--- config.mk ---
export PLATFORM = sky130hd
export DESIGN_NAME = wall_texture_column_mapper_unit
export DESIGN_NICKNAME = d
export VERILOG_FILES = /design/src/hdl/wtcm_pkg.sv /design/src/hdl/wtcm_iter_unit.sv /design/src/hdl/wtcm_pixel_gen.sv /design/src/hdl/wall_texture_column_mapper_unit.sv
export SDC_FILE = /design/constraint.sdc
export NUM_CORES = 2
export LEC_CHECK = 0
export BUFFER_PORTS_ARGS = -buffer_cell sky130_fd_sc_hd__clkbuf_2
export CAP_MARGIN = 20
export CELL_PAD_IN_SITES_DETAIL_PLACEMENT = 0
export CELL_PAD_IN_SITES_GLOBAL_PLACEMENT = 1
export CORE_MARGIN = 8
export CORE_UTILIZATION = 42
export DETAILED_ROUTE_END_ITERATION = 10
export PLACE_DENSITY_LB_ADDON = 0.1
export SKIP_CTS_REPAIR_TIMING = 1
export SLEW_MARGIN = 20
export SYNTH_ARGS = -nofsm -noshare
export SYNTH_HDL_FRONTEND = slang
export SYNTH_HIERARCHICAL = 1
export SYNTH_SLANG_ARGS = --single-unit
--- constraint.sdc ---
create_clock -name clk -period 19.1 [get_ports clk]
set_clock_uncertainty 0.1 [all_clocks]
set_input_delay 3.82 -clock clk [delete_from_list [all_inputs] [get_ports clk]]
set_output_delay 3.82 -clock clk [all_outputs]
set_load 0.02 [all_outputs]
--- src/hdl/wtcm_pkg.sv ---
// ----------------------------------------------------------------------------
// wtcm_pkg
// Shared types, constants and helpers for the wall texture column mapper.
// ----------------------------------------------------------------------------
package wtcm_pkg;

	localparam int VIEW_ROWS = 480;
	localparam logic signed [13:0] HALF_SCREEN = 14'(VIEW_ROWS / 2);

	localparam logic [1:0] FACE_NORTH = 2'd0;
	localparam logic [1:0] FACE_SOUTH = 2'd1;
	localparam logic [1:0] FACE_WEST  = 2'd2;
	localparam logic [1:0] FACE_EAST  = 2'd3;

	localparam logic REQ_SETUP = 1'b0;
	localparam logic REQ_TICK  = 1'b1;

	localparam logic MODE_DIV  = 1'b0;
	localparam logic MODE_SQRT = 1'b1;

	localparam int ITER_W = 42;

	typedef struct packed {
		logic               req_type;
		logic               hit_side;
		logic               step_negative;
		logic signed [15:0] dir_x;
		logic signed [15:0] dir_y;
		logic [15:0]        hit_distance;
		logic [15:0]        player_x;
		logic [15:0]        player_y;
		logic [11:0]        wall_line_height;
		logic [10:0]        span_start;
		logic [10:0]        span_end;
		logic [11:0]        screen_column;
	} in_item_t;

	typedef struct packed {
		logic [11:0] pixel_column;
		logic [10:0] pixel_row;
		logic [1:0]  face;
		logic [9:0]  texel_u;
		logic [9:0]  texel_v;
		logic        last_pixel;
	} out_item_t;

	typedef struct packed {
		logic               active;
		logic [10:0]        row;
		logic [10:0]        end_row;
		logic [11:0]        column;
		logic [1:0]         face;
		logic [9:0]         u;
		logic signed [31:0] pos;
		logic [31:0]        step;
	} col_load_t;

	function automatic logic [10:0] eff_size(input logic [10:0] v);
		logic [10:0] r;
		r = v;
		if (v == 11'd0)
			r = 11'd1;
		else if (v > 11'd1024)
			r = 11'd1024;
		return r;
	endfunction

endpackage

--- src/hdl/wtcm_iter_unit.sv ---
// ----------------------------------------------------------------------------
// wtcm_iter_unit
// Shared shift/compare/subtract unit: restoring divide (1 bit per cycle) or
// integer square root (2 radicand bits per cycle). Operand is left-aligned.
// ----------------------------------------------------------------------------
module wtcm_iter_unit import wtcm_pkg::*; (
	input  logic              clk,
	input  logic              arst_n,
	input  logic              start,
	input  logic              mode,
	input  logic [ITER_W-1:0] operand,
	input  logic [17:0]       divisor,
	input  logic [5:0]        steps,
	output logic              done,
	output logic [ITER_W-1:0] result
);

	logic [ITER_W-1:0] opnd_q;
	logic [ITER_W-1:0] res_q;
	logic [20:0]       rem_q;
	logic [17:0]       div_q;
	logic              mode_q;
	logic [5:0]        cnt_q;
	logic              run_q;
	logic              done_q;

	logic [20:0] rem_sh;
	logic [20:0] trial;
	logic        ge;
	logic [20:0] rem_nx;

	always_comb begin
		if (mode_q == MODE_SQRT) begin
			rem_sh = {rem_q[18:0], opnd_q[ITER_W-1 -: 2]};
			trial  = {res_q[18:0], 2'b01};
		end else begin
			rem_sh = {rem_q[19:0], opnd_q[ITER_W-1]};
			trial  = {3'b000, div_q};
		end
		ge     = rem_sh >= trial;
		rem_nx = ge ? rem_sh - trial : rem_sh;
	end

	always_ff @(posedge clk or negedge arst_n) begin
		if (!arst_n) begin
			run_q  <= 1'b0;
			done_q <= 1'b0;
			cnt_q  <= '0;
		end else begin
			done_q <= 1'b0;
			if (start) begin
				run_q <= 1'b1;
				cnt_q <= steps;
			end else if (run_q) begin
				cnt_q <= cnt_q - 6'd1;
				if (cnt_q == 6'd1) begin
					run_q  <= 1'b0;
					done_q <= 1'b1;
				end
			end
		end
	end

	always_ff @(posedge clk) begin
		if (start) begin
			opnd_q <= operand;
			res_q  <= '0;
			rem_q  <= '0;
			div_q  <= divisor;
			mode_q <= mode;
		end else if (run_q) begin
			opnd_q <= (mode_q == MODE_SQRT) ? {opnd_q[ITER_W-3:0], 2'b00}
			                                : {opnd_q[ITER_W-2:0], 1'b0};
			rem_q  <= rem_nx;
			res_q  <= {res_q[ITER_W-2:0], ge};
		end
	end

	assign done   = done_q;
	assign result = res_q;

endmodule

--- src/hdl/wtcm_pixel_gen.sv ---
// ----------------------------------------------------------------------------
// wtcm_pixel_gen
// Per-column row walker: one texel coordinate per tick, output register.
// ----------------------------------------------------------------------------
module wtcm_pixel_gen import wtcm_pkg::*; (
	input  logic             clk,
	input  logic             arst_n,
	input  logic             load,
	input  col_load_t        load_data,
	input  logic             tick,
	input  logic [3:0][10:0] heights,
	input  logic             out_stall,
	output logic             out_valid,
	output out_item_t        out_data
);

	logic               active_q;
	logic [10:0]        row_q;
	logic [10:0]        end_q;
	logic [11:0]        col_q;
	logic [1:0]         face_q;
	logic [9:0]         u_q;
	logic signed [31:0] pos_q;
	logic [31:0]        step_q;
	logic               ovld_q;
	out_item_t          out_q;

	logic [10:0]        h;
	logic [9:0]         v;
	logic signed [32:0] sum;
	logic signed [31:0] pos_nx;
	logic               last;
	logic               emit;

	always_comb begin
		h = heights[face_q];
		if (pos_q[31])
			v = '0;
		else if (pos_q[31:16] >= {5'b0, h})
			v = 10'(h - 11'd1);
		else
			v = pos_q[25:16];
		sum = {pos_q[31], pos_q} + $signed({1'b0, step_q});
		// clip at the positive limit
		if (sum[32:31] == 2'b01)
			pos_nx = 32'sh7FFF_FFFF;
		else
			pos_nx = sum[31:0];
		last = row_q == end_q;
		emit = tick && active_q;
	end

	always_ff @(posedge clk or negedge arst_n) begin
		if (!arst_n) begin
			active_q <= 1'b0;
			ovld_q   <= 1'b0;
		end else begin
			if (load)
				active_q <= load_data.active;
			else if (emit && last)
				active_q <= 1'b0;
			if (emit)
				ovld_q <= 1'b1;
			else if (!out_stall)
				ovld_q <= 1'b0;
		end
	end

	always_ff @(posedge clk) begin
		if (load) begin
			row_q  <= load_data.row;
			end_q  <= load_data.end_row;
			col_q  <= load_data.column;
			face_q <= load_data.face;
			u_q    <= load_data.u;
			pos_q  <= load_data.pos;
			step_q <= load_data.step;
		end else if (emit) begin
			pos_q <= pos_nx;
			if (!last)
				row_q <= row_q + 11'd1;
		end
		if (emit) begin
			out_q.pixel_column <= col_q;
			out_q.pixel_row    <= row_q;
			out_q.face         <= face_q;
			out_q.texel_u      <= u_q;
			out_q.texel_v      <= v;
			out_q.last_pixel   <= last;
		end
	end

	assign out_valid = ovld_q;
	assign out_data  = out_q;

endmodule

--- src/hdl/wall_texture_column_mapper_unit.sv ---
// ----------------------------------------------------------------------------
// wall_texture_column_mapper_unit
// Raycaster wall column setup and per-row texel coordinate generator.
// ----------------------------------------------------------------------------
// Input beats carry either a column setup or a pixel tick; output beats carry
// one texel coordinate per tick of an active column. Ticks while no column is
// active are taken and produce nothing.
// A tick's result sits in the output register the cycle after it is taken;
// ticks stream at one per cycle while in_stall is low.
// A setup keeps in_stall high after it is taken until the sequencer is idle
// again: squares, square root, offset divide, step divide, multiply and load.
// The root and both divides share the one shift/subtract unit.
// When the receiver stalls and a result is held, in_stall is high.
// Reset sets all size registers to 64 and leaves no column active.
// Configuration beats are always taken (cfg_ready is tied high); write them
// only while idle.
// ----------------------------------------------------------------------------
module wall_texture_column_mapper_unit import wtcm_pkg::*; (
	input  logic        clk,
	input  logic        arst_n,
	input  logic        in_valid,
	output logic        in_stall,
	input  in_item_t    in_data,
	output logic        out_valid,
	input  logic        out_stall,
	output out_item_t   out_data,
	input  logic        cfg_valid,
	output logic        cfg_ready,
	input  logic [2:0]  cfg_index,
	input  logic [10:0] cfg_data
);

	localparam logic [2:0] S_IDLE = 3'd0;
	localparam logic [2:0] S_SQ   = 3'd1;
	localparam logic [2:0] S_SQRT = 3'd2;
	localparam logic [2:0] S_DIV1 = 3'd3;
	localparam logic [2:0] S_DIV2 = 3'd4;
	localparam logic [2:0] S_POS  = 3'd5;
	localparam logic [2:0] S_LOAD = 3'd6;

	logic [2:0] state_q;

	logic [7:0][10:0] cfg_q;
	logic [3:0][10:0] heights;

	logic [1:0]  face_q;
	logic [10:0] w_q;
	logic [10:0] h_q;
	logic [11:0] lh_q;
	logic [15:0] mx_q;
	logic [15:0] my_q;
	logic [15:0] mag_q;
	logic [15:0] dist_q;
	logic [15:0] pos_q;
	logic        dneg_q;
	logic        mirror_q;
	logic [10:0] s0_q;
	logic [10:0] s1_q;
	logic [11:0] col_q;
	logic [31:0] dm_q;
	logic        len_zero_q;
	logic [26:0] uprod_q;
	logic [26:0] step_q;
	logic signed [41:0] prod_q;

	logic              accept;
	logic              busy;
	logic              it_start;
	logic              it_mode;
	logic [ITER_W-1:0] it_operand;
	logic [17:0]       it_divisor;
	logic [5:0]        it_steps;
	logic              it_done;
	logic [ITER_W-1:0] it_result;

	logic [1:0]  face_in;
	logic        d_sel_neg;
	logic [15:0] d_sel;
	logic [31:0] sq;
	logic [15:0] off;
	logic [15:0] frac;
	logic [10:0] u_raw;
	logic [10:0] u_fin;
	logic signed [13:0] m;
	logic signed [31:0] pos_sat;
	logic              pix_load;
	col_load_t         load_data;

	assign busy      = state_q != S_IDLE;
	assign in_stall  = busy || (out_valid && out_stall);
	assign accept    = in_valid && !in_stall;
	assign cfg_ready = 1'b1;

	always_comb begin
		for (int i = 0; i < 4; i++)
			heights[i] = eff_size(cfg_q[2*i+1]);
	end

	always_ff @(posedge clk or negedge arst_n) begin
		if (!arst_n) begin
			for (int i = 0; i < 8; i++)
				cfg_q[i] <= 11'd64;
		end else if (cfg_valid && cfg_ready) begin
			cfg_q[cfg_index] <= cfg_data;
		end
	end

	// setup decode
	always_comb begin
		if (in_data.hit_side == 1'b0)
			face_in = in_data.step_negative ? FACE_EAST : FACE_WEST;
		else
			face_in = in_data.step_negative ? FACE_SOUTH : FACE_NORTH;
		d_sel     = in_data.hit_side ? in_data.dir_x : in_data.dir_y;
		d_sel_neg = d_sel[15];
	end

	always_comb begin
		sq    = 32'(mx_q * mx_q) + 32'(my_q * my_q);
		off   = len_zero_q ? 16'd0 : it_result[15:0];
		frac  = {pos_q[7:0], 8'd0} + (dneg_q ? 16'(~off + 16'd1) : off);
		u_raw = uprod_q[26:16];
		u_fin = mirror_q ? (w_q - 11'd1 - u_raw) : u_raw;
		m     = $signed({3'b000, s0_q}) - HALF_SCREEN + $signed({3'b000, lh_q[11:1]});
		if (prod_q > 42'sd2147483647)
			pos_sat = 32'sh7FFF_FFFF;
		else if (prod_q < -42'sd2147483648)
			pos_sat = 32'sh8000_0000;
		else
			pos_sat = prod_q[31:0];
	end

	// operand select for the shared unit
	always_comb begin
		it_start   = 1'b0;
		it_mode    = MODE_DIV;
		it_operand = '0;
		it_divisor = '0;
		it_steps   = '0;
		case (state_q)
			S_SQ: begin
				it_start   = 1'b1;
				it_mode    = MODE_SQRT;
				it_operand = {sq, 4'b0000, 6'd0};
				it_steps   = 6'd18;
			end
			S_SQRT: begin
				it_start   = it_done;
				it_operand = {dm_q, 10'd0};
				it_divisor = it_result[17:0];
				it_steps   = 6'd42;
			end
			S_DIV1: begin
				it_start   = it_done;
				it_operand = {h_q, 16'd0, 15'd0};
				it_divisor = {6'd0, lh_q};
				it_steps   = 6'd27;
			end
			default: begin
			end
		endcase
	end

	wtcm_iter_unit u_iter (
		.clk     (clk),
		.arst_n  (arst_n),
		.start   (it_start),
		.mode    (it_mode),
		.operand (it_operand),
		.divisor (it_divisor),
		.steps   (it_steps),
		.done    (it_done),
		.result  (it_result)
	);

	always_ff @(posedge clk or negedge arst_n) begin
		if (!arst_n) begin
			state_q <= S_IDLE;
		end else begin
			case (state_q)
				S_IDLE: if (accept && in_data.req_type == REQ_SETUP) state_q <= S_SQ;
				S_SQ:   state_q <= S_SQRT;
				S_SQRT: if (it_done) state_q <= S_DIV1;
				S_DIV1: if (it_done) state_q <= S_DIV2;
				S_DIV2: if (it_done) state_q <= S_POS;
				S_POS:  state_q <= S_LOAD;
				S_LOAD: state_q <= S_IDLE;
				default: state_q <= S_IDLE;
			endcase
		end
	end

	always_ff @(posedge clk) begin
		if (state_q == S_IDLE && accept && in_data.req_type == REQ_SETUP) begin
			face_q   <= face_in;
			w_q      <= eff_size(cfg_q[{face_in, 1'b0}]);
			h_q      <= eff_size(cfg_q[{face_in, 1'b1}]);
			lh_q     <= (in_data.wall_line_height == 12'd0) ? 12'd1
			                                                 : in_data.wall_line_height;
			mx_q     <= in_data.dir_x[15] ? 16'(~in_data.dir_x + 16'd1) : in_data.dir_x;
			my_q     <= in_data.dir_y[15] ? 16'(~in_data.dir_y + 16'd1) : in_data.dir_y;
			mag_q    <= d_sel_neg ? 16'(~d_sel + 16'd1) : d_sel;
			dneg_q   <= d_sel_neg;
			dist_q   <= in_data.hit_distance;
			pos_q    <= in_data.hit_side ? in_data.player_x : in_data.player_y;
			mirror_q <= in_data.hit_side ? (!in_data.dir_y[15] && in_data.dir_y != 16'd0)
			                             : in_data.dir_x[15];
			s0_q     <= in_data.span_start;
			s1_q     <= in_data.span_end;
			col_q    <= in_data.screen_column;
		end
		if (state_q == S_SQ)
			dm_q <= 32'(dist_q * mag_q);
		if (state_q == S_SQRT && it_done)
			len_zero_q <= it_result[17:0] == 18'd0;
		if (state_q == S_DIV1 && it_done)
			uprod_q <= 27'(frac * w_q);
		if (state_q == S_DIV2 && it_done)
			step_q <= it_result[26:0];
		if (state_q == S_POS)
			prod_q <= 42'(m * $signed({1'b0, step_q}));
	end

	assign pix_load          = state_q == S_LOAD;
	assign load_data.active  = s0_q <= s1_q;
	assign load_data.row     = s0_q;
	assign load_data.end_row = s1_q;
	assign load_data.column  = col_q;
	assign load_data.face    = face_q;
	assign load_data.u       = u_fin[9:0];
	assign load_data.pos     = pos_sat;
	assign load_data.step    = {5'd0, step_q};

	wtcm_pixel_gen u_pix (
		.clk       (clk),
		.arst_n    (arst_n),
		.load      (pix_load),
		.load_data (load_data),
		.tick      (accept && in_data.req_type == REQ_TICK),
		.heights   (heights),
		.out_stall (out_stall),
		.out_valid (out_valid),
		.out_data  (out_data)
	);

`ifndef SYNTHESIS
	a_busy_stalls: assert property (@(posedge clk) disable iff (!arst_n)
		busy |-> in_stall)
		else $error("input taken during setup");
	a_setup_starts: assert property (@(posedge clk) disable iff (!arst_n)
		(accept && in_data.req_type == REQ_SETUP) |=> state_q == S_SQ)
		else $error("setup beat did not start the sequencer");
	a_done_in_wait: assert property (@(posedge clk) disable iff (!arst_n)
		it_done |-> (state_q == S_SQRT || state_q == S_DIV1 || state_q == S_DIV2))
		else $error("shared unit finished outside a wait state");
	a_load_idle: assert property (@(posedge clk) disable iff (!arst_n)
		pix_load |=> state_q == S_IDLE)
		else $error("sequencer did not return to idle after load");
`endif

endmodule

==> results.ini <==
[worst_setup_path]
crit_family = compound AO/OA/AOI/OAI gates
criticalPathCategory = register to register
cp_num_buf_inv = 5
cp_max_fo = 29
required_ns = 19.45
crit_top_cell = fa_1
worst_setup_path_end_kind = register
startpoint_type = register
cpMaxStageDelayCell = o211ai_1
critPathMaxStageDelay_ns = 0.65
crit_arrival_ns = 10.56

[clock_tree]
cts_max_level = 3
clk_latency_ns = 0.71
numCtsBuffers = 80
cts-root-buf = clkbuf_16
cts_max_path_buffers = 3
clock_sinks = 620
cts_tree = done
clk_pin_slew_ns = 0.06

[final_layout]
seq_area_mm2 = 0.0177
drive_gt1_share_pct = 9.01
multi_input_area_mm2 = 0.0484
final_nets = 8802
num-fill-cells = 16200
area_growth_pct = 8.36

[routing]
drt_pass1_iterations = 5
wl_mm = 194
vias = 49100
viasPerCell = 5.24
drc = 0
ant_nets = 0
post_drt_wl_per_cell_um = 20.7
drtIter0Drc = 2614

[global_route]
grt_max_degree = 100
antenna_found_initial = 10
globalRouteOverflowTotal = 0
grt_pass1_wl_mm = 308
grtUsageTotal_pct = 21.1
grt_pass1_vias = 52000

[timing]
tightest_slew_ns = 1.10
period_share_pct = 53.5
tns_ns = 0
finalHoldViolCount = 0
slew_violations = 0
setup_violations = 0
rsz0062_at_grt = no
relSlewSlack_pct = 26.2
period_needed_ns = 10.22
fmax_mhz = 97.9
timing.final.ws_setup_ns = 8.88

[worst_hold_path]
hold_path.class = register to register

[logic_synthesis]
syn_area_per_cell_um2 = 10.1
ys_warn_count = 6
synth_cells = 7063
syn_area_mm2 = 0.0717

[floorplanning]
io_pins = 197
num_rows = 151
core-area_mm2 = 0.169
die_h_um = 429
die_area_mm2 = 0.184
start_util_pct = 42.3
fp.dieW_um = 429

[placement]
gp_congestion = 0.844
pre_cts_ws_ns = 8.94
dpl.hpwl_mm = 151
portBuffers = 179

[run]
cap_violations = 0

[outcome]
outcome = finished, final reports clean

==> cells in the final DEF (no fill, tap or decap), types with 24 or more instances in the layout <==
master	instances
nor2_1	246
xor2_1	80
mux4_2	24
a21o_1	114
dfrtp_1	92
clkbuf_16	81
o21ai_0	194
buf_4	87
o21bai_1	38
nand4_1	54
inv_1	1203
a31oi_1	32
ha_1	591
dfxtp_1	47
fa_1	984
nand3b_1	28
nand3_1	94
xnor2_1	181
and2_1	460
nor3_1	53
mux2i_1	121
edfxtp_1	472
a211oi_1	44
clkbuf_2	177
and3_1	25
nand2b_1	33
a21oi_1	187
nand2_1	694
nor2b_1	120
mux2_2	119
o21a_1	26
a41oi_1	28
==> worst paths after layout <==
kind,start,end,slack (ns),cells past startpoint
worst max register to register,s0_q[0],prod_q[40],8.88,32
max in group asynchronous,arst_n,cfg_q[65],14.61,2
worst min-delay path,col_q[6],u_pix/col_q[6],0.32,0
min in group asynchronous,arst_n,u_iter/cnt_q[0],3.03,1
worst max-delay path,s0_q[0],prod_q[40],8.88,32
worst min register to register,col_q[6],u_pix/col_q[6],0.32,0
==> per-layer routing <==
layer	global-route usage [%]	wire, um
met1	30.2	91300
met2	34.6	91200
met3	2.40	7150
met4	4.78	4200
met5	0	0
==> stage by stage <==
step	cell area (um2)	cells	hold WS, ns	util (%)
floorplan	71700	7078	0.300	-
detailed placement	74900	9213	0.305	44.2
CTS	77600	9362	0.320	45.8
global placement	74900	9213	0.300	44.2
global route	77700	9363	0.324	45.8
finish	77700	9367	0.318	45.8
==> registers in the layout, indices dropped and copies added, names as in the netlist, 16 cells and up <==
| signal | flops |
|---|---|
| cfg_q | 88 |
| u_pix/out_data | 46 |
| u_iter/opnd_q | 42 |
| prod_q | 41 |
| dm_q | 32 |
| u_pix/pos_q | 32 |
| u_pix/step_q | 32 |
| step_q | 27 |
| u_iter/result | 27 |
| u_iter/rem_q | 20 |
| u_iter/div_q | 18 |
| dist_q | 16 |
| mag_q | 16 |
| mx_q | 16 |
| my_q | 16 |
==> cell type report <==
class | instances | share of cell area (%)
inverter | 1206 | 5.83
multi-input combinational | 4906 | 62.3
clock buffer | 94 | 2.69
tap | 2218 | 3.57
clock inverter | 55 | 0.855
sequential | 620 | 22.7
antenna | 4 | 0.0129
timing repair buffer | 264 | 1.98
Power is not shown: default switching activity piles up to over one toggle a cycle in this logic, so the estimate is an artifact.
